## src/rtl/assert_macros.svh

```systemverilog
// assertion macros shared by the guide filter rtl
`ifndef ASSERT_MACROS_SVH
`define ASSERT_MACROS_SVH

// same-cycle implication
`define GD_ASSERT_IMP(lbl, clk, rst_n, ante, cons) \
	lbl: assert property (@(posedge clk) disable iff (!rst_n) (ante) |-> (cons)) \
		else $error("guide filter assertion failed");

// next-cycle implication
`define GD_ASSERT_NXT(lbl, clk, rst_n, ante, cons) \
	lbl: assert property (@(posedge clk) disable iff (!rst_n) (ante) |=> (cons)) \
		else $error("guide filter assertion failed");

`endif

```

## src/rtl/gd_pkg.sv

```systemverilog
// types and constants of the guide filter
`default_nettype none

package gd_pkg;

	localparam int SAMPLE_W    = 32;
	localparam int COEF_W      = 32;
	localparam int HIST_W      = 48;
	localparam int ACC_W       = 84;
	localparam int MM_W        = 21;
	localparam int CFG_IDX_W   = 3;
	localparam int SCALE_SHIFT = 16;
	localparam int FRAC_SHIFT  = 30;
	localparam int Q_SHIFT     = 16;

	localparam logic [COEF_W-1:0]   COEF_FF0_RST = 32'h4000_0000;
	localparam logic [COEF_W-1:0]   INV_GAIN_RST = 32'hFFFF_FFFF;
	localparam logic [MM_W-1:0]     MIN_MOVE_RST = 21'd13107;

	localparam logic [SAMPLE_W-1:0] SAMPLE_MAX = {1'b0, {(SAMPLE_W-1){1'b1}}};
	localparam logic [SAMPLE_W-1:0] SAMPLE_MIN = {1'b1, {(SAMPLE_W-1){1'b0}}};
	localparam logic [HIST_W-1:0]   HIST_MAX   = {1'b0, {(HIST_W-1){1'b1}}};
	localparam logic [HIST_W-1:0]   HIST_MIN   = {1'b1, {(HIST_W-1){1'b0}}};

	typedef enum logic [CFG_IDX_W-1:0] {
		REG_FF0      = 3'd0,
		REG_FF1      = 3'd1,
		REG_FF2      = 3'd2,
		REG_FB1      = 3'd3,
		REG_FB2      = 3'd4,
		REG_INV_GAIN = 3'd5,
		REG_MIN_MOVE = 3'd6
	} reg_idx_t;

	typedef enum logic [2:0] {
		TERM_FF0 = 3'd0,
		TERM_FF1 = 3'd1,
		TERM_FF2 = 3'd2,
		TERM_FB1 = 3'd3,
		TERM_FB2 = 3'd4
	} term_t;

	typedef struct packed {
		logic start;
		logic clear_acc;
		logic signed_mult;
	} mac_ctl_t;

endpackage

`default_nettype wire

```

## src/rtl/gd_mac.sv

```systemverilog
// bit-serial multiply-accumulate unit, one multiplier bit per cycle
`default_nettype none
`include "assert_macros.svh"

module gd_mac (
	input  logic                              clk,
	input  logic                              arst_n,
	input  gd_pkg::mac_ctl_t                  ctl,
	input  logic signed [gd_pkg::HIST_W-1:0]  operand,
	input  logic        [gd_pkg::COEF_W-1:0]  multiplier,
	output logic signed [gd_pkg::ACC_W-1:0]   acc,
	output logic                              done
);
	import gd_pkg::*;

	localparam int CNT_W = $clog2(COEF_W);

	logic signed [ACC_W-1:0] opnd_q;
	logic signed [ACC_W-1:0] acc_q;
	logic signed [ACC_W-1:0] addend;
	logic        [COEF_W-1:0] mult_q;
	logic        [CNT_W-1:0]  cnt_q;
	logic                     busy_q;
	logic                     signed_q;
	logic                     done_q;
	logic                     last;

	assign last = (cnt_q == CNT_W'(COEF_W - 1));

	// top bit of a signed multiplier has negative weight
	always_comb begin
		if (!mult_q[0]) begin
			addend = '0;
		end else if (last && signed_q) begin
			addend = -opnd_q;
		end else begin
			addend = opnd_q;
		end
	end

	always_ff @(posedge clk or negedge arst_n) begin
		if (!arst_n) begin
			busy_q   <= 1'b0;
			done_q   <= 1'b0;
			cnt_q    <= '0;
			signed_q <= 1'b0;
		end else begin
			done_q <= busy_q && last;
			if (ctl.start) begin
				busy_q   <= 1'b1;
				cnt_q    <= '0;
				signed_q <= ctl.signed_mult;
			end else if (busy_q) begin
				cnt_q <= cnt_q + 1'b1;
				if (last) begin
					busy_q <= 1'b0;
				end
			end
		end
	end

	always_ff @(posedge clk) begin
		if (ctl.start) begin
			opnd_q <= ACC_W'(operand);
			mult_q <= multiplier;
			if (ctl.clear_acc) begin
				acc_q <= '0;
			end
		end else if (busy_q) begin
			acc_q  <= acc_q + addend;
			opnd_q <= opnd_q <<< 1;
			mult_q <= mult_q >> 1;
		end
	end

	assign acc  = acc_q;
	assign done = done_q;

	`GD_ASSERT_IMP(a_start_when_free, clk, arst_n, ctl.start, !busy_q)

endmodule

`default_nettype wire

```

## src/rtl/iir_guide_filter_deadband_top.sv

```systemverilog
// top level of the deadband iir guide filter
//
//  channel | signals                                  | moves
//  --------+------------------------------------------+----------------------------
//  in      | in_valid, in_ready, error_sample         | one error sample per word
//  out     | out_valid, out_ready, correction, satur. | one correction per word
//  cfg     | cfg_valid, cfg_ready, cfg_index, cfg_data| one register write per word
//
// each sample runs 2*FILTER_ORDER+2 multiplies through the bit-serial mac, followed by the
// clipping, difference, rounding and output steps, and returns to idle before the next accept
// the mac handles one multiplier bit per cycle; all products share it
// in_ready is high only between samples; the output register holds a finished word
// so a new sample may start while the last correction is still waiting
// reset and any coefficient write clear both histories and the correction sum
`default_nettype none
`include "assert_macros.svh"

module iir_guide_filter_deadband_top #(
	parameter int FILTER_ORDER = 2
) (
	input  logic                                 clk,
	input  logic                                 arst_n,
	input  logic                                 in_valid,
	output logic                                 in_ready,
	input  logic signed [gd_pkg::SAMPLE_W-1:0]   error_sample,
	output logic                                 out_valid,
	input  logic                                 out_ready,
	output logic signed [gd_pkg::SAMPLE_W-1:0]   correction,
	output logic                                 saturated,
	input  logic                                 cfg_valid,
	output logic                                 cfg_ready,
	input  logic        [gd_pkg::CFG_IDX_W-1:0]  cfg_index,
	input  logic        [gd_pkg::COEF_W-1:0]     cfg_data
);
	import gd_pkg::*;

	localparam int D_W   = HIST_W + 1;
	localparam int RND_W = D_W + 1;
	localparam int R_W   = RND_W - Q_SHIFT;
	localparam int SH_W  = ACC_W - FRAC_SHIFT;

	typedef enum logic [6:0] {
		ST_IDLE  = 7'b0000001,
		ST_SCALE = 7'b0000010,
		ST_TERMS = 7'b0000100,
		ST_CLIP  = 7'b0001000,
		ST_DIFF  = 7'b0010000,
		ST_ROUND = 7'b0100000,
		ST_DONE  = 7'b1000000
	} state_t;

	state_t state_q;

	logic signed [COEF_W-1:0]   ff0_q, ff1_q, ff2_q, fb1_q, fb2_q;
	logic        [COEF_W-1:0]   inv_gain_q;
	logic        [MM_W-1:0]     min_move_q;

	logic signed [HIST_W-1:0]   xs_q, xh0_q, xh1_q, yh0_q, yh1_q, y_q;
	logic signed [SAMPLE_W-1:0] csum_q, corr_q;
	logic signed [D_W-1:0]      d_q;
	logic                       sat_q;
	term_t                      term_q;

	logic signed [SAMPLE_W-1:0] correction_q;
	logic                       saturated_q;
	logic                       out_valid_q;

	logic                       in_accept;
	logic                       cfg_accept;
	logic                       coef_write;
	logic                       slot_free;

	logic signed [SAMPLE_W:0]   u_wide;
	logic                       u_clip;
	logic signed [SAMPLE_W-1:0] u_sat;

	mac_ctl_t                   mac_ctl;
	logic signed [HIST_W-1:0]   mac_operand;
	logic        [COEF_W-1:0]   mac_mult;
	logic signed [ACC_W-1:0]    mac_acc;
	logic                       mac_done;

	term_t                      term_nxt;
	term_t                      last_term;
	logic signed [HIST_W-1:0]   xs_now;
	logic signed [HIST_W-1:0]   term_opnd;
	logic signed [COEF_W-1:0]   term_coef;

	logic        [SH_W-1:0]     sh;
	logic        [SH_W-HIST_W:0] y_hi;
	logic                       y_clip;
	logic signed [HIST_W-1:0]   y_sat;

	logic        [D_W-1:0]      mag;
	logic        [D_W-1:0]      thr;
	logic                       dead;
	logic signed [RND_W-1:0]    rnd;
	logic        [R_W-1:0]      r_sh;
	logic                       r_clip;
	logic signed [SAMPLE_W-1:0] r_sat;

	logic signed [SAMPLE_W:0]   s_wide;
	logic                       s_clip;
	logic signed [SAMPLE_W-1:0] s_sat;

	assign in_ready   = (state_q == ST_IDLE);
	assign in_accept  = in_valid && in_ready;
	assign cfg_ready  = 1'b1;
	assign cfg_accept = cfg_valid && cfg_ready;
	assign slot_free  = !out_valid_q || out_ready;

	assign coef_write = cfg_accept && ((cfg_index == REG_FF0) || (cfg_index == REG_FF1) ||
		(cfg_index == REG_FF2) || (cfg_index == REG_FB1) || (cfg_index == REG_FB2));

	// input plus correction sum
	assign u_wide = {error_sample[SAMPLE_W-1], error_sample} + {csum_q[SAMPLE_W-1], csum_q};
	assign u_clip = (u_wide[SAMPLE_W] != u_wide[SAMPLE_W-1]);
	assign u_sat  = u_clip ? (u_wide[SAMPLE_W] ? SAMPLE_MIN : SAMPLE_MAX)
		: u_wide[SAMPLE_W-1:0];

	assign xs_now = $signed(mac_acc[SCALE_SHIFT +: HIST_W]);

	// term sequence
	assign last_term = (FILTER_ORDER > 1) ? TERM_FB2 : TERM_FB1;

	always_comb begin
		case (term_q)
			TERM_FF0: term_nxt = TERM_FF1;
			TERM_FF1: term_nxt = (FILTER_ORDER > 1) ? TERM_FF2 : TERM_FB1;
			TERM_FF2: term_nxt = TERM_FB1;
			TERM_FB1: term_nxt = TERM_FB2;
			default:  term_nxt = TERM_FB2;
		endcase
	end

	always_comb begin
		case (term_nxt)
			TERM_FF1: begin
				term_opnd = xh0_q;
				term_coef = ff1_q;
			end
			TERM_FF2: begin
				term_opnd = xh1_q;
				term_coef = ff2_q;
			end
			TERM_FB1: begin
				term_opnd = yh0_q;
				term_coef = fb1_q;
			end
			TERM_FB2: begin
				term_opnd = yh1_q;
				term_coef = fb2_q;
			end
			default: begin
				term_opnd = xs_q;
				term_coef = ff0_q;
			end
		endcase
	end

	// mac sequencing
	always_comb begin
		mac_ctl     = '0;
		mac_operand = term_opnd;
		mac_mult    = term_coef;
		case (state_q)
			ST_IDLE: begin
				mac_ctl.start     = in_accept;
				mac_ctl.clear_acc = 1'b1;
				mac_operand       = HIST_W'(u_sat);
				mac_mult          = inv_gain_q;
			end
			ST_SCALE: begin
				mac_ctl.start       = mac_done;
				mac_ctl.clear_acc   = 1'b1;
				mac_ctl.signed_mult = 1'b1;
				mac_operand         = xs_now;
				mac_mult            = ff0_q;
			end
			ST_TERMS: begin
				mac_ctl.start       = mac_done && (term_q != last_term);
				mac_ctl.signed_mult = 1'b1;
			end
			default: begin
				mac_ctl = '0;
			end
		endcase
	end

	gd_mac u_mac (
		.clk        (clk),
		.arst_n     (arst_n),
		.ctl        (mac_ctl),
		.operand    (mac_operand),
		.multiplier (mac_mult),
		.acc        (mac_acc),
		.done       (mac_done)
	);

	// filter output back to q32.16 with clipping
	assign sh     = mac_acc[ACC_W-1:FRAC_SHIFT];
	assign y_hi   = sh[SH_W-1:HIST_W-1];
	assign y_clip = !((&y_hi) || !(|y_hi));
	assign y_sat  = y_clip ? (sh[SH_W-1] ? HIST_MIN : HIST_MAX) : sh[HIST_W-1:0];

	// deadband and rounding
	assign mag    = d_q[D_W-1] ? D_W'(-d_q) : D_W'(d_q);
	assign thr    = D_W'({min_move_q, {Q_SHIFT{1'b0}}});
	assign dead   = (mag < thr);
	assign rnd    = RND_W'(d_q) + RND_W'(1 << (Q_SHIFT - 1));
	assign r_sh   = rnd[RND_W-1:Q_SHIFT];
	assign r_clip = !((&r_sh[R_W-1:SAMPLE_W-1]) || !(|r_sh[R_W-1:SAMPLE_W-1]));
	assign r_sat  = r_clip ? (r_sh[R_W-1] ? SAMPLE_MIN : SAMPLE_MAX) : r_sh[SAMPLE_W-1:0];

	// accumulator update
	assign s_wide = {csum_q[SAMPLE_W-1], csum_q} + {corr_q[SAMPLE_W-1], corr_q};
	assign s_clip = (s_wide[SAMPLE_W] != s_wide[SAMPLE_W-1]);
	assign s_sat  = s_clip ? (s_wide[SAMPLE_W] ? SAMPLE_MIN : SAMPLE_MAX)
		: s_wide[SAMPLE_W-1:0];

	always_ff @(posedge clk or negedge arst_n) begin
		if (!arst_n) begin
			state_q     <= ST_IDLE;
			term_q      <= TERM_FF0;
			out_valid_q <= 1'b0;
			sat_q       <= 1'b0;
		end else begin
			if ((state_q == ST_DONE) && slot_free) begin
				out_valid_q <= 1'b1;
			end else if (out_valid_q && out_ready) begin
				out_valid_q <= 1'b0;
			end
			case (state_q)
				ST_IDLE: begin
					if (in_accept) begin
						sat_q   <= u_clip;
						state_q <= ST_SCALE;
					end
				end
				ST_SCALE: begin
					if (mac_done) begin
						term_q  <= TERM_FF0;
						state_q <= ST_TERMS;
					end
				end
				ST_TERMS: begin
					if (mac_done) begin
						if (term_q == last_term) begin
							state_q <= ST_CLIP;
						end else begin
							term_q <= term_nxt;
						end
					end
				end
				ST_CLIP: begin
					sat_q   <= sat_q || y_clip;
					state_q <= ST_DIFF;
				end
				ST_DIFF: begin
					state_q <= ST_ROUND;
				end
				ST_ROUND: begin
					sat_q   <= sat_q || (!dead && r_clip);
					state_q <= ST_DONE;
				end
				ST_DONE: begin
					if (slot_free) begin
						state_q <= ST_IDLE;
					end
				end
				default: begin
					state_q <= ST_IDLE;
				end
			endcase
		end
	end

	// registers and filter state
	always_ff @(posedge clk or negedge arst_n) begin
		if (!arst_n) begin
			ff0_q      <= COEF_FF0_RST;
			ff1_q      <= '0;
			ff2_q      <= '0;
			fb1_q      <= '0;
			fb2_q      <= '0;
			inv_gain_q <= INV_GAIN_RST;
			min_move_q <= MIN_MOVE_RST;
			xh0_q      <= '0;
			xh1_q      <= '0;
			yh0_q      <= '0;
			yh1_q      <= '0;
			csum_q     <= '0;
		end else begin
			if (cfg_accept) begin
				case (cfg_index)
					REG_FF0:      ff0_q      <= cfg_data;
					REG_FF1:      ff1_q      <= cfg_data;
					REG_FF2:      ff2_q      <= cfg_data;
					REG_FB1:      fb1_q      <= cfg_data;
					REG_FB2:      fb2_q      <= cfg_data;
					REG_INV_GAIN: inv_gain_q <= cfg_data;
					REG_MIN_MOVE: min_move_q <= cfg_data[MM_W-1:0];
					default:      ;
				endcase
			end
			if (coef_write) begin
				xh0_q  <= '0;
				xh1_q  <= '0;
				yh0_q  <= '0;
				yh1_q  <= '0;
				csum_q <= '0;
			end else begin
				if (state_q == ST_DIFF) begin
					xh1_q <= xh0_q;
					xh0_q <= xs_q;
					yh1_q <= yh0_q;
					yh0_q <= y_q;
				end
				if ((state_q == ST_DONE) && slot_free) begin
					csum_q <= s_sat;
				end
			end
		end
	end

	// datapath words
	always_ff @(posedge clk) begin
		if ((state_q == ST_SCALE) && mac_done) begin
			xs_q <= xs_now;
		end
		if (state_q == ST_CLIP) begin
			y_q <= y_sat;
		end
		if (state_q == ST_DIFF) begin
			d_q <= {y_q[HIST_W-1], y_q} -
				D_W'($signed({csum_q, {Q_SHIFT{1'b0}}}));
		end
		if (state_q == ST_ROUND) begin
			corr_q <= dead ? '0 : r_sat;
		end
		if ((state_q == ST_DONE) && slot_free) begin
			correction_q <= corr_q;
			saturated_q  <= sat_q || s_clip;
		end
	end

	assign out_valid  = out_valid_q;
	assign correction = correction_q;
	assign saturated  = saturated_q;

	`GD_ASSERT_NXT(a_accept_leaves_idle, clk, arst_n, in_valid && in_ready, !in_ready)
	`GD_ASSERT_IMP(a_mac_done_in_mult, clk, arst_n, mac_done, (state_q == ST_SCALE) || (state_q == ST_TERMS))
	`GD_ASSERT_NXT(a_result_loaded, clk, arst_n, (state_q == ST_DONE) && slot_free, out_valid && in_ready)

endmodule

`default_nettype wire

```

## config.mk

```make
export PLATFORM = sky130hd
export DESIGN_NAME = iir_guide_filter_deadband_top
export DESIGN_NICKNAME = d
export VERILOG_FILES = /design/src/rtl/gd_pkg.sv /design/src/rtl/gd_mac.sv /design/src/rtl/iir_guide_filter_deadband_top.sv
export VERILOG_INCLUDE_DIRS = /design/src /design/src/rtl
export SDC_FILE = /design/constraint.sdc
export NUM_CORES = 2
export LEC_CHECK = 0
export ABC_AREA = 1
export BUFFER_PORTS_ARGS = -buffer_cell sky130_fd_sc_hd__buf_2
export CORE_ASPECT_RATIO = 0.7
export CORE_MARGIN = 5
export CORE_UTILIZATION = 25
export DETAILED_ROUTE_END_ITERATION = 6
export GPL_TIMING_DRIVEN = 0
export PLACE_DENSITY_LB_ADDON = 0.15
export SLEW_MARGIN = 20
export SYNTH_ARGS = -nofsm -noshare
export SYNTH_HDL_FRONTEND = slang
export SYNTH_SLANG_ARGS = --single-unit
export TNS_END_PERCENT = 50
```

## constraint.sdc

```tcl
create_clock -name clk -period 7.2 [get_ports clk]
set_input_delay 0.36 -clock clk [delete_from_list [all_inputs] [get_ports clk]]
set_output_delay 0.36 -clock clk [all_outputs]
set_load 0.05 [all_outputs]
```

==> summary.txt <==
Drt
  – Via-per-instance ratio: 5.07
  – Post-route DRC: 0
  – Total wire length: 239000 um
  – Drt first pass iters: 6
  – DR WL/cell: 24.6 um
  – DR iter-0 viols: 5826
  – Routed Antenna Nets: 0
  – Via Count: 49125

Logic synthesis
  – Number of synthesized register bits: 867
  – Mapped Avg Cell Area: 7.96 um2
  – Sequential share of the synthesized area: 45.3%
  – Asr flop ratio synth: 52.7%
  – Top_reg_cell synth: dfrtp_1
  – Mapped Area: 52500 um2
  – Post-Synth XOR/XNOR Area: 2.57%
  – Synthesis warning total: 0
  – EDFF count, synth: 410
  – Adder-cell share of the synthesized area: 5.02%
  – Simple-Gate Fraction of Synth Area: 21.4%
  – Mux contribution to synthesized area: 0%
  – Largest family of logic cells by synthesized area: simple AND/OR/NAND/NOR gates
  – Syn nets: 6877
  – Netlist cell types: 69
  – Post-Synthesis Cells: 6597
  – Synth Area in Compound Gates: 18.2%

STA
  – RSZ-0062 raised after global routing: false
  – Max Clk Rate: 143 MHz
  – Hold Vio Cnt, Final: 0
  – Setup violators final: 0
  – Max Clock Skew: 0.0708 ns
  – Setup_tns: 0 ns
  – Worst slew margin: 16.9%
  – Pins Over Slew Limit: 0
  – Final min period: 6.98 ns
  – Tcrit/Tclk final: 96.9%
  – Worst Tran Pin Value: 1.25 ns

GRT
  – Total global routing overflow: 0
  – Vias in the first global route: 46205
  – Initial antenna violation count: 8
  – Largest net degree at the start of global routing: 89
  – Total Routing Usage GR: 21.2%
  – First-pass GRT wire length: 341000 um

Pwr
  – LEAKAGE: 24.9 nW
  – Power Density: 295 nW/um2
  – Power, Total: 17.9 mW
  – Worst VDD drop: 0.226 mV

Final layout
  – Fillers: 22662
  – Reg area: 23800 um2
  – Syn-to-layout area delta: 15.3%
  – Layout Cells excl Fill: 9693
  – # nets final: 7116
  – Footprint of the multi-input gates: 24800 um2
  – Util after Layout: 29.0%
  – Share of layout cells above drive strength 1: 7.86%

Worst hold path
  – HP Class: in2reg

Clock network
  – CTS Root Cell: clkbuf_16
  – Clock latency at the later pin of the worst-skew pair: 0.75 ns
  – Clock Sinks: 867
  – Post-CTS Setup Inserts: 0
  – Clock-pin slew on the worst setup and hold paths: 0.07 ns
  – H-tree depth: 3
  – CTS Buf Count: 98
  – CTS tree: built
  – Bufs on Longest Clock Path: 3

Die
  – Core box area: 208000 um2
  – Initial Util: 25.2%
  – I/O pin total: 108
  – DIE WIDTH: 558 um
  – Die ar.: 219000 um2
  – Die Y: 393 um
  – Row cnt: 140

Worst setup path
  – Setup crit start kind: flip-flop
  – Crit path kind: reg2reg
  – Max FO, Critical Path: 10
  – Crit path DAT: 7.47 ns
  – Setup crit end kind: flip-flop
  – Worst path required time: 7.70 ns

Outcome
  – Status: completed

Placed design
  – Routability cong.: 0.962
  – # port buffers: 106
  – DP Cell Count: 9491
  – Detail Placement HPWL: 193000 um

Job
  – Maxcap violations: 0
-- critical path, cell delays in order, from the launching register on --
cell      delay [ns]
dfrtp_1         0.37
ha_1            0.17
and3_1          0.17
ha_1            0.32
nand2_1         0.28
inv_1           0.27
buf_1           0.57
clkbuf_2        0.53
nor2_1          0.11
nor3_2          0.37
inv_1           0.12
fa_1            0.40
inv_1           0.08
nand2_1         0.08
a21oi_2         0.47
a21oi_1         0.29
inv_1           0.23
nand2_1         0.07
nand2_1         0.30
inv_1           0.07
o21ai_0         0.53
nand2_1         0.10
nand2_1         0.23
nand3_1         0.18
nand2_1         0.21
nand2_1         0.07
nand2_1         0.06
nor2_1          0.04
-- cell usage in the layout, fill, tap and decap left out, drive strengths merged, types with 29 or more instances in the layout --
cell type  instances
a211oi            47
a21oi            502
a221oi            41
a41oi             41
buf              216
clkbuf           313
clkinv            29
dfrtp            415
dfstp             42
edfxtp           410
ha               204
inv              741
nand2           1460
nand3            343
nand4             59
nor2             671
nor3              93
nor4              44
o21ai            810
o22ai             47
xnor2             39
xor2             115
-- Yosys cell counts (all sizes together), types with 42 or more instances --
master / instances / area [um2]
dfrtp: 415 / 10400
clkbuf: 169 / 638
inv: 735 / 2760
nor3: 93 / 495
o22ai: 47 / 294
nand3: 343 / 1720
a21oi: 502 / 2570
o21ai: 810 / 4130
edfxtp: 410 / 12300
a211oi: 47 / 453
nand4: 59 / 375
nand2: 1460 / 5530
nor4: 44 / 327
ha: 204 / 2550
buf: 92 / 528
dfstp: 42 / 1100
nor2: 671 / 2580
xor2: 115 / 1010
-- cells by family after synthesis --
| family | after synthesis |
|---|---|
| and+or+nand+nor | 2699 |
| AOI/OAI and AO/OA | 1670 |
| buffers and inverters | 998 |
| DFF | 867 |
| adders and majority gates | 208 |
| xor gates and xnor gates | 154 |
| other | 1 |
-- flip-flops by register name, indices dropped and copies added, names as in the netlist, 48 cells and up --
name,flops
yh1_q,48
d_q,49
xh0_q,48
xh1_q,48
y_q,48
yh0_q,48
u_mac.acc,84
u_mac.opnd_q,84
xs_q,48
-- metal layers --
layer | GRT usage, % | vias to the layer above | routed length (um)
met5 | 0 | - | 0
met4 | 3.51 | 0 | 3900
met3 | 4.67 | 185 | 20500
li1 | - | 22916 | -
met1 | 33.2 | 24274 | 119000
met2 | 29.5 | 1750 | 95200
-- final cells by class --
class	count	share of cell area, %
clock buffers	144	4.62
multi-input cells	4732	41.0
repair buffers	139	1.85
inverters	737	4.59
clock inverters	42	0.922
diodes	2	0.00827
well taps	2769	5.72
plain buffers	261	1.95
flip-flops and latches	867	39.3
-- stage by stage --
stage,instance area [um2],setup slack (ns),hold WS [ns]
3_3_place_gp,56500,-4.61,0.446
3_5_place_dp,57000,-0.289,0.409
2_1_floorplan,52500,0.532,0.0644
5_1_grt,60500,0.0510,0.0375
6_report,60500,0.225,0.0299
4_1_cts,60500,0.0585,0.00152
-- path summary, 6_finish.rpt --
kind / depth (start not counted) / slack (ns) / start / endpoint
min in group asynchronous: 3 / 0.23 / arst_n / ff0_q[25]$_DFFE_PN0P_
max: 27 / 0.22 / u_mac.cnt_q[0]$_DFFE_PN0P_ / u_mac.acc[62]$_SDFFCE_PP0P_
min reg2reg: 2 / 0.45 / xs_q[19]$_DFFE_PP_ / xh0_q[19]$_DFFE_PN0P_
min: 3 / 0.03 / cfg_data[28] / fb2_q[28]$_DFFE_PN0P_
max reg2reg: 27 / 0.22 / u_mac.cnt_q[0]$_DFFE_PN0P_ / u_mac.acc[62]$_SDFFCE_PP0P_
max in group asynchronous: 5 / 5.68 / arst_n / csum_q[27]$_DFFE_PN0P_
-- report_power, final --
part | internal [mW] | switching [mW] | total [mW]
registers | 6.29 | 0.927 | 7.21
logic | 1.50 | 3.82 | 5.32
clock network | 2.99 | 2.34 | 5.33
total | 10.8 | 7.09 | 17.9
-- what timing repair did --
item | 4_1_cts | 5_1_grt
gates resized for setup | 2 | 13
hold endpoints to repair | 132 | 0
pin swaps | 0 | 0
hold buffers | 14 | 0
endpoints found under the setup margin | 4 | 8
(Power assumes the default switching activity.)
